===== config.mk =====
export PLATFORM = sky130hd
export DESIGN_NAME = cron_field_atom_parser
export DESIGN_NICKNAME = d
export VERILOG_FILES = /design/src/cfap_pkg.sv /design/src/cron_field_atom_parser.sv /design/src/cfap_front.sv /design/src/cfap_queue.sv /design/src/cfap_back.sv
export SDC_FILE = /design/constraint.sdc
export NUM_CORES = 1
export LEC_CHECK = 0
export BUFFER_PORTS_ARGS = -buffer_cell sky130_fd_sc_hd__buf_2
export CORE_MARGIN = 2
export CORE_UTILIZATION = 45
export DETAILED_ROUTE_END_ITERATION = 6
export PLACE_DENSITY = 0.72
export SYNTH_ARGS = -nofsm -noshare
export SYNTH_HDL_FRONTEND = slang
export SYNTH_SLANG_ARGS = --single-unit

===== constraint.sdc =====
create_clock -name aclk -period 4.85 [get_ports aclk]
set_input_delay 0.485 -clock aclk [delete_from_list [all_inputs] [get_ports aclk]]
set_output_delay 0.485 -clock aclk [all_outputs]
set_load 0.005 [all_outputs]

===== src/cfap_pkg.sv =====
// Package for the crontab field atom parser.
// Holds the character codes, field limits, atom state and queue entry types.
// Used by cfap_front, cfap_queue, cfap_back and cron_field_atom_parser.
package cfap_pkg;

    // Characters that the parser recognizes.
    localparam logic [7:0] CHAR_COMMA = 8'h2C;
    localparam logic [7:0] CHAR_SLASH = 8'h2F;
    localparam logic [7:0] CHAR_DASH  = 8'h2D;
    localparam logic [7:0] CHAR_TILDE = 8'h7E;
    localparam logic [7:0] CHAR_STAR  = 8'h2A;
    localparam logic [7:0] CHAR_ZERO  = 8'h30;
    localparam logic [7:0] CHAR_NINE  = 8'h39;

    // Field kinds.
    localparam logic [2:0] KIND_MINUTE = 3'd0;
    localparam logic [2:0] KIND_HOUR   = 3'd1;
    localparam logic [2:0] KIND_MDAY   = 3'd2;
    localparam logic [2:0] KIND_MONTH  = 3'd3;
    localparam logic [2:0] KIND_WDAY   = 3'd4;

    // Accumulators saturate at this value.
    localparam logic [11:0] ACC_MAX = 12'd255;

    // Range separator seen in the atom.
    typedef enum logic [1:0] {
        SEP_NONE,
        SEP_DASH,
        SEP_TILDE
    } sep_t;

    // Running state of the atom being collected.
    typedef struct packed {
        logic [7:0] low_number;
        logic       low_present;
        logic [7:0] high_number;
        logic       high_present;
        logic [7:0] step_number;
        logic       step_active;
        logic       step_present;
        sep_t       separator;
        logic       lone_star;
        logic       malformed;
    } atom_t;

    // One closed atom travelling from the front to the back.
    typedef struct packed {
        atom_t      atom;
        logic [2:0] kind;
        logic       field_end;
        logic       closes;
    } qentry_t;

    // Limits of one field kind.
    typedef struct packed {
        logic       known;
        logic [5:0] min_value;
        logic [5:0] max_value;
    } limits_t;

    localparam atom_t ATOM_CLEAR = '{
        low_number:   8'd0,
        low_present:  1'b0,
        high_number:  8'd0,
        high_present: 1'b0,
        step_number:  8'd0,
        step_active:  1'b0,
        step_present: 1'b0,
        separator:    SEP_NONE,
        lone_star:    1'b0,
        malformed:    1'b0
    };

    // Lower and upper limit of each field kind; unknown kinds are flagged.
    function automatic limits_t field_limits(input logic [2:0] kind);
        limits_t lim;
        lim = '{known: 1'b0, min_value: 6'd0, max_value: 6'd0};
        case (kind)
            KIND_MINUTE: lim = '{known: 1'b1, min_value: 6'd0, max_value: 6'd59};
            KIND_HOUR:   lim = '{known: 1'b1, min_value: 6'd0, max_value: 6'd23};
            KIND_MDAY:   lim = '{known: 1'b1, min_value: 6'd1, max_value: 6'd31};
            KIND_MONTH:  lim = '{known: 1'b1, min_value: 6'd1, max_value: 6'd12};
            KIND_WDAY:   lim = '{known: 1'b1, min_value: 6'd0, max_value: 6'd7};
            default:     lim = '{known: 1'b0, min_value: 6'd0, max_value: 6'd0};
        endcase
        return lim;
    endfunction

    // One decimal digit into an accumulator, saturating.
    function automatic logic [7:0] acc_digit(input logic [7:0] value,
                                             input logic [3:0] digit);
        logic [11:0] sum;
        sum = {1'b0, value, 3'b000} + {3'b000, value, 1'b0} + {8'd0, digit};
        return (sum > ACC_MAX) ? 8'hFF : sum[7:0];
    endfunction

endpackage


===== src/cron_field_atom_parser.sv =====
// Top level of the crontab field atom parser.
// Connects cfap_front, cfap_queue and cfap_back. Depends on cfap_pkg.
//
//   Port group   Direction  Carries
//   s_*          in         one field character per item, with kind and end flag
//   m_*          out        one range record per atom, or one error record
//
// One character item is taken every cycle while the atom queue has room.
// A record is registered when its atom leaves the queue; the atom
// queue (QUEUE_DEPTH entries) absorbs stalls on the result side.
// Reset (aresetn low at a clock edge) clears the atom state, queue and
// discard flag; the block is ready in the first cycle after reset.
module cron_field_atom_parser
    import cfap_pkg::*;
#(
    parameter int QUEUE_DEPTH = 4
) (
    input  logic       aclk,
    input  logic       aresetn,
    input  logic       s_valid,
    output logic       s_ready,
    input  logic [7:0] s_char_code,
    input  logic [2:0] s_field_kind,
    input  logic       s_field_end,
    output logic       m_valid,
    input  logic       m_ready,
    output logic [5:0] m_low_value,
    output logic [5:0] m_high_value,
    output logic [5:0] m_step_value,
    output logic       m_random_pick,
    output logic       m_atom_error,
    output logic       m_last_of_field
);

    logic    push_valid;
    logic    push_ready;
    qentry_t push_entry;
    logic    pop_valid;
    logic    pop_ready;
    qentry_t pop_entry;

    // Character classification and atom collection.
    cfap_front u_front (
        .aclk        (aclk),
        .aresetn     (aresetn),
        .s_valid     (s_valid),
        .s_ready     (s_ready),
        .s_char_code (s_char_code),
        .s_field_kind(s_field_kind),
        .s_field_end (s_field_end),
        .push_valid  (push_valid),
        .push_ready  (push_ready),
        .push_entry  (push_entry)
    );

    // Closed atoms waiting for evaluation.
    cfap_queue #(
        .DEPTH(QUEUE_DEPTH)
    ) u_queue (
        .aclk     (aclk),
        .aresetn  (aresetn),
        .in_valid (push_valid),
        .in_ready (push_ready),
        .in_entry (push_entry),
        .out_valid(pop_valid),
        .out_ready(pop_ready),
        .out_entry(pop_entry)
    );

    // Limit checks and result records.
    cfap_back u_back (
        .aclk           (aclk),
        .aresetn        (aresetn),
        .pop_valid      (pop_valid),
        .pop_ready      (pop_ready),
        .pop_entry      (pop_entry),
        .m_valid        (m_valid),
        .m_ready        (m_ready),
        .m_low_value    (m_low_value),
        .m_high_value   (m_high_value),
        .m_step_value   (m_step_value),
        .m_random_pick  (m_random_pick),
        .m_atom_error   (m_atom_error),
        .m_last_of_field(m_last_of_field)
    );

endmodule


===== src/cfap_front.sv =====
// Front end of the parser: takes characters and builds the atom state.
// Pushes one queue entry each time an atom closes. Depends on cfap_pkg.
module cfap_front
    import cfap_pkg::*;
(
    input  logic       aclk,
    input  logic       aresetn,
    input  logic       s_valid,
    output logic       s_ready,
    input  logic [7:0] s_char_code,
    input  logic [2:0] s_field_kind,
    input  logic       s_field_end,
    output logic       push_valid,
    input  logic       push_ready,
    output qentry_t    push_entry
);

    atom_t      atom_reg;
    atom_t      atom_next;
    logic       closes;
    logic       is_digit;
    logic [3:0] digit;
    logic [7:0] digit_full;
    logic       accept;

    assign digit_full = s_char_code - CHAR_ZERO;
    assign digit      = digit_full[3:0];
    assign is_digit   = (s_char_code >= CHAR_ZERO) && (s_char_code <= CHAR_NINE);

    // Classify the character and update the atom state.
    always_comb begin
        atom_next = atom_reg;
        closes    = 1'b0;
        if (s_char_code == CHAR_COMMA) begin
            closes = 1'b1;
        end else if (atom_reg.step_active) begin
            if (is_digit) begin
                atom_next.step_number  = acc_digit(atom_reg.step_number, digit);
                atom_next.step_present = 1'b1;
            end else begin
                atom_next.malformed = 1'b1;
            end
        end else if (s_char_code == CHAR_SLASH) begin
            atom_next.step_active = 1'b1;
        end else if (is_digit) begin
            if (atom_reg.lone_star) begin
                atom_next.malformed = 1'b1;
            end else if (atom_reg.separator == SEP_NONE) begin
                atom_next.low_number  = acc_digit(atom_reg.low_number, digit);
                atom_next.low_present = 1'b1;
            end else begin
                atom_next.high_number  = acc_digit(atom_reg.high_number, digit);
                atom_next.high_present = 1'b1;
            end
        end else if ((s_char_code == CHAR_DASH) || (s_char_code == CHAR_TILDE)) begin
            if ((atom_reg.separator != SEP_NONE) || atom_reg.lone_star) begin
                atom_next.malformed = 1'b1;
            end else if (s_char_code == CHAR_DASH) begin
                atom_next.separator = SEP_DASH;
            end else begin
                atom_next.separator = SEP_TILDE;
            end
        end else if (s_char_code == CHAR_STAR) begin
            if (atom_reg.lone_star || (atom_reg.separator != SEP_NONE)
                    || atom_reg.low_present) begin
                atom_next.malformed = 1'b1;
            end else begin
                atom_next.lone_star = 1'b1;
            end
        end else begin
            atom_next.malformed = 1'b1;
        end
    end

    // A character is taken whenever the queue has room.
    assign s_ready = push_ready;
    assign accept  = s_valid && s_ready;

    // Closing an atom hands its state to the back end.
    assign push_valid            = s_valid && (closes || s_field_end);
    assign push_entry.atom       = atom_next;
    assign push_entry.kind       = s_field_kind;
    assign push_entry.field_end  = s_field_end;
    assign push_entry.closes     = closes;

    // Atom state register; cleared whenever an atom closes.
    always_ff @(posedge aclk) begin
        if (!aresetn) begin
            atom_reg <= ATOM_CLEAR;
        end else if (accept) begin
            if (closes || s_field_end) begin
                atom_reg <= ATOM_CLEAR;
            end else begin
                atom_reg <= atom_next;
            end
        end
    end

endmodule


===== src/cfap_queue.sv =====
// Short queue of closed atoms between the front and back ends.
// Register array with read and write pointers. Depends on cfap_pkg.
module cfap_queue
    import cfap_pkg::*;
#(
    parameter int DEPTH = 4
) (
    input  logic    aclk,
    input  logic    aresetn,
    input  logic    in_valid,
    output logic    in_ready,
    input  qentry_t in_entry,
    output logic    out_valid,
    input  logic    out_ready,
    output qentry_t out_entry
);

    localparam int PTR_W = (DEPTH > 1) ? $clog2(DEPTH) : 1;
    localparam int CNT_W = $clog2(DEPTH + 1);
    localparam logic [PTR_W-1:0] PTR_LAST = PTR_W'(DEPTH - 1);
    localparam logic [CNT_W-1:0] CNT_FULL = CNT_W'(DEPTH);

    qentry_t          entries_reg [DEPTH];
    logic [PTR_W-1:0] wr_ptr_reg;
    logic [PTR_W-1:0] wr_ptr_next;
    logic [PTR_W-1:0] rd_ptr_reg;
    logic [PTR_W-1:0] rd_ptr_next;
    logic [CNT_W-1:0] count_reg;
    logic [CNT_W-1:0] count_next;
    logic             do_push;
    logic             do_pop;

    assign in_ready  = (count_reg != CNT_FULL);
    assign out_valid = (count_reg != '0);
    assign out_entry = entries_reg[rd_ptr_reg];
    assign do_push   = in_valid && in_ready;
    assign do_pop    = out_valid && out_ready;

    // Pointer and fill count updates.
    always_comb begin
        wr_ptr_next = wr_ptr_reg;
        rd_ptr_next = rd_ptr_reg;
        count_next  = count_reg;
        if (do_push) begin
            wr_ptr_next = (wr_ptr_reg == PTR_LAST) ? '0 : wr_ptr_reg + 1'b1;
        end
        if (do_pop) begin
            rd_ptr_next = (rd_ptr_reg == PTR_LAST) ? '0 : rd_ptr_reg + 1'b1;
        end
        if (do_push && !do_pop) begin
            count_next = count_reg + 1'b1;
        end else if (do_pop && !do_push) begin
            count_next = count_reg - 1'b1;
        end
    end

    always_ff @(posedge aclk) begin
        if (!aresetn) begin
            wr_ptr_reg <= '0;
            rd_ptr_reg <= '0;
            count_reg  <= '0;
        end else begin
            wr_ptr_reg <= wr_ptr_next;
            rd_ptr_reg <= rd_ptr_next;
            count_reg  <= count_next;
        end
    end

    // Entry storage.
    always_ff @(posedge aclk) begin
        if (do_push) begin
            entries_reg[wr_ptr_reg] <= in_entry;
        end
    end

endmodule


===== src/cfap_back.sv =====
// Back end of the parser: checks each closed atom against its field limits.
// Drives the registered result item and tracks discarding. Depends on cfap_pkg.
module cfap_back
    import cfap_pkg::*;
(
    input  logic       aclk,
    input  logic       aresetn,
    input  logic       pop_valid,
    output logic       pop_ready,
    input  qentry_t    pop_entry,
    output logic       m_valid,
    input  logic       m_ready,
    output logic [5:0] m_low_value,
    output logic [5:0] m_high_value,
    output logic [5:0] m_step_value,
    output logic       m_random_pick,
    output logic       m_atom_error,
    output logic       m_last_of_field
);

    atom_t      atom;
    limits_t    lim;
    logic [7:0] min8;
    logic [7:0] max8;
    logic       ok;
    logic       is_error;
    logic [7:0] lo;
    logic [7:0] hi;
    logic [5:0] st;
    logic       rnd;
    logic       take;

    logic       m_valid_reg;
    logic       m_valid_next;
    logic       discard_reg;
    logic       discard_next;
    logic [5:0] low_reg;
    logic [5:0] high_reg;
    logic [5:0] step_reg;
    logic       random_reg;
    logic       error_reg;
    logic       last_reg;

    assign atom = pop_entry.atom;
    assign lim  = field_limits(pop_entry.kind);
    assign min8 = {2'b00, lim.min_value};
    assign max8 = {2'b00, lim.max_value};

    // Evaluate the atom at the head of the queue.
    always_comb begin
        ok  = lim.known && !atom.malformed;
        st  = 6'd1;
        rnd = 1'b0;
        lo  = 8'd0;
        hi  = 8'd0;
        if (atom.step_active) begin
            if (!atom.step_present || (atom.step_number < min8)
                    || (atom.step_number > max8)) begin
                ok = 1'b0;
            end
            st = atom.step_number[5:0];
        end
        if (atom.lone_star) begin
            lo = min8;
            hi = max8;
        end else if (atom.separator == SEP_NONE) begin
            if (!atom.low_present || (atom.low_number < min8)
                    || (atom.low_number > max8)) begin
                ok = 1'b0;
            end
            lo = atom.low_number;
            hi = atom.low_number;
        end else begin
            rnd = (atom.separator == SEP_TILDE);
            if (atom.low_present) begin
                if ((atom.low_number < min8) || (atom.low_number > max8)) begin
                    ok = 1'b0;
                end
                lo = atom.low_number;
            end else begin
                if (!rnd) begin
                    ok = 1'b0;
                end
                lo = min8;
            end
            if (atom.high_present) begin
                if ((atom.high_number < min8) || (atom.high_number > max8)) begin
                    ok = 1'b0;
                end
                hi = atom.high_number;
            end else begin
                if (!rnd) begin
                    ok = 1'b0;
                end
                hi = max8;
            end
            if (lo > hi) begin
                ok = 1'b0;
            end
        end
        is_error = !ok || (pop_entry.closes && pop_entry.field_end);
    end

    // Take an entry when the output register is free or being emptied.
    assign pop_ready = !m_valid_reg || m_ready;
    assign take      = pop_valid && pop_ready;

    // Output valid and discard tracking.
    always_comb begin
        m_valid_next = m_valid_reg && !m_ready;
        discard_next = discard_reg;
        if (take) begin
            if (discard_reg) begin
                if (pop_entry.field_end) begin
                    discard_next = 1'b0;
                end
            end else begin
                m_valid_next = 1'b1;
                discard_next = is_error && !pop_entry.field_end;
            end
        end
    end

    always_ff @(posedge aclk) begin
        if (!aresetn) begin
            m_valid_reg <= 1'b0;
            discard_reg <= 1'b0;
        end else begin
            m_valid_reg <= m_valid_next;
            discard_reg <= discard_next;
        end
    end

    // Result item payload; an error item carries zeros and is marked last.
    always_ff @(posedge aclk) begin
        if (take && !discard_reg) begin
            if (is_error) begin
                low_reg    <= 6'd0;
                high_reg   <= 6'd0;
                step_reg   <= 6'd0;
                random_reg <= 1'b0;
                error_reg  <= 1'b1;
                last_reg   <= 1'b1;
            end else begin
                low_reg    <= lo[5:0];
                high_reg   <= hi[5:0];
                step_reg   <= st;
                random_reg <= rnd;
                error_reg  <= 1'b0;
                last_reg   <= pop_entry.field_end;
            end
        end
    end

    assign m_valid         = m_valid_reg;
    assign m_low_value     = low_reg;
    assign m_high_value    = high_reg;
    assign m_step_value    = step_reg;
    assign m_random_pick   = random_reg;
    assign m_atom_error    = error_reg;
    assign m_last_of_field = last_reg;

endmodule

==> out/summary.txt <==
Drt total wl: 22.4 mm
Final Max Slew Viols: 0
Largest net degree at the start of global routing: 38
FF+latch count, synth: 212
Setup violators final: 0
Number of global-route vias before repair: 6573
Clock transition at the registers of the reported paths: 0.06 ns
Minimum clock period after layout: 4.24 ns
Max FFs per register: 148
Drt initial violations: 556
Post-Synth Simple-Gate Area: 10.7%
Status: complete, no violations
Filler instances: 1971
DP Wirelength: 15.2 mm
Maxcap violations: 0
Sequential area share after synthesis: 56.1%
Syn. warnings: 0
Post-CTS setup buffers: 0
CTS H-tree depth: 1
Clock root buffer: clkbuf_16
Main combinational cell family by area after synthesis: simple AND/OR/NAND/NOR gates
Area delta synth->final: 12.0%
PortBufs: 38
1st-pass router iterations: 5
Sw Share: 31.3%
CP arrival: 4.53 ns
CP Launch Type: flop
Multi-input gate area: 4340 um^2
Syn_nets: 897
Compound-cell area share of the yosys netlist: 10.4%
First-pass GRT wire length: 35.2 mm
WL per Instance: 19.0 um
Sequential group share of total power: 38.6%
Combinational Power Share: 30.4%
Crit Path Max Fanout: 33
Worst Path Required: 5.14 ns
Met3 WL: 1.24 mm
Clock power share: 30.9%
Post-synthesis adder-cell area fraction: 10.5%
Core area: 23300 um^2
Critical Path End Type: flop
PostCTS Resize Cnt: 0
Slew @ Worst Pin: 1.07 ns
Final nets: 942
Vias per cell: 5.73
Final hold violations: 0
WL met1: 10.2 mm
GP Congestion: 0.896
All-Layer GR Usage: 18.3%
Mean post-synth cell area: 13.3 um^2
Initial Util: 45.5%
ANT nets after route: 0
GRT overflow: 0
Unique masters post-synth: 69
Met2 WL post-DR: 10.6 mm
Clk buf depth: 3
ANT cells: 0
Post-synth EDFFs: 169
Ys flop type: edfxtp_1
LEAKAGE: 4.47 nW
RSZ-0062 raised after global routing: no
Via count: 6739
DIE HEIGHT: 157 um
Uppermost layer routed: met4
Most common cell after layout, fill and taps aside: edfxtp_1
Cell internal pwr: 0.00393 W
Final period utilization: 87.4%
Async SR Flop Fraction: 0%
Die area: 24800 um^2
Rel. slew slack: 28.8%
Multiplexer share of the synthesized area: 8.36%
Die X: 157 um
Fin util: 50.9%
CTS Buf Count: 23
Layout cells sized above 1: 17.1%
CTS Sinks: 212
Placed Cells: 1136
Worst hold path class: input pin to flop
Clk Latency, worst-skew pair: 0.50 ns
Final cell count without fillers: 1177
Net Switching: 0.00179 W
Initial antenna violation count: 0
Setup tns final: 0 ns
Max VDD drop: 0.267 mV
Fraction of synthesized cell area in xor and xnor cells: 0.910%
# IOs: 39
Seq. cell area: 5940 um^2
Hold_buf cts: 0
Fin Clk Skew: 0.00997 ns
Row cnt: 56
Gate Count Post-Synth: 797
Most frequent cells in the layout: edfxtp_1, ha_1, nor2_1
Pwr dens: 484 nW/um^2
DRC viols: 0
Mapped cell area: 10600 um^2
Max Freq: 236 MHz
CTS tree: yes
WS Path Type: flop to flop
-- logic make-up after synthesis --
| group | after synthesis |
|---|---|
| AO/OA/AOI/OAI | 161 |
| multiplexers | 45 |
| adder cells (fa/ha/maj) | 85 |
| AND/OR/NAND/NOR | 219 |
| buffers and inverters | 64 |
| XOR/XNOR | 11 |
| flip-flops | 212 |
-- per-stage QoR --
stage          worst slack [ns]  total power, W  hold WS (ns)  cell area (um^2)
6_report                  0.612         0.00573         0.218             11800
5_1_grt                   0.283         0.00603         0.207             11800
4_1_cts                   0.585         0.00575         0.203             11800
3_5_place_dp              0.644         0.00397         0.453             11100
3_3_place_gp              0.741         0.00394         0.446             11100
2_1_floorplan             0.984         0.00353         0.429             10600
-- cell usage after synthesis, drive strengths merged (5+ instances only) --
cell	count	area, um^2
edfxtp	169	5070
nor4	9	56.3
o22a	5	43.8
dfxtp	43	861
nor4b	8	70.1
mux4	34	769
a21boi	5	37.5
nor2b	14	103
and2	15	93.8
nand3b	6	45.0
a21o	13	97.6
mux2i	7	70.1
ha	77	963
nand3	17	90.1
nor2	59	221
o21a	11	82.6
xnor2	7	61.3
o21ai	31	155
a32o	5	50.1
fa	7	140
or3	5	31.3
nand2	41	154
clkbuf	13	48.8
and3	6	37.5
o2bb2ai	5	43.8
a21oi	46	230
nor3	21	105
inv	35	131
buf	16	139
or2	7	43.8
-- path summary, 6_finish.rpt --
check / startpoint / end / slack [ns] / depth (start not counted)
setup reg to reg: flop / u_back.m_step_value[5] / 0.61 / 9
setup / recovery: flop / u_back.m_step_value[5] / 0.61 / 9
hold reg to reg: u_front.atom_reg[4] / u_front.atom_reg[4] / 0.47 / 2
hold / removal: s_field_kind[0] / u_queue.entries_reg[3][2] / 0.22 / 1
-- routing by layer --
metal,global-route usage [%],up-vias
met5,0,-
met4,4.59,0
met3,2.73,33
met2,29.7,208
met1,26.0,3340
li1,-,3158
-- power by group through the flow --
stage | Combinational (W) | Sequential (W) | Clock [W]
global route | 0.00193 | 0.00223 | 0.00188
finish | 0.00174 | 0.00221 | 0.00177
global placement | 0.00169 | 0.00225 | 0
CTS | 0.00174 | 0.00222 | 0.00180
detailed placement | 0.00172 | 0.00225 | 0
floorplan | 0.00129 | 0.00225 | 0
-- critical path, stage by stage, from the launching register on --
cell and delay [ns]:
dfxtp_2 0.39, buf_4 0.55, mux4_2 0.64, ha_1 0.34, a21o_1 0.19, a2111oi_0 0.39, o21ai_0 0.23, a2111oi_4 0.47
nand3_2 0.40, nor4b_1 0.41
-- cell type report --
cell class                      instances  share of cell area (%)
Clock inverter                         15                    1.53
Inverter                               35                    1.11
Timing Repair Buffer                   49                    2.30
Tap cell                              319                    3.37
Clock buffer                           26                    4.95
Sequential cell                       212                    50.1
Multi-Input combinational cell        521                    36.6
(Power assumes the default switching activity.)
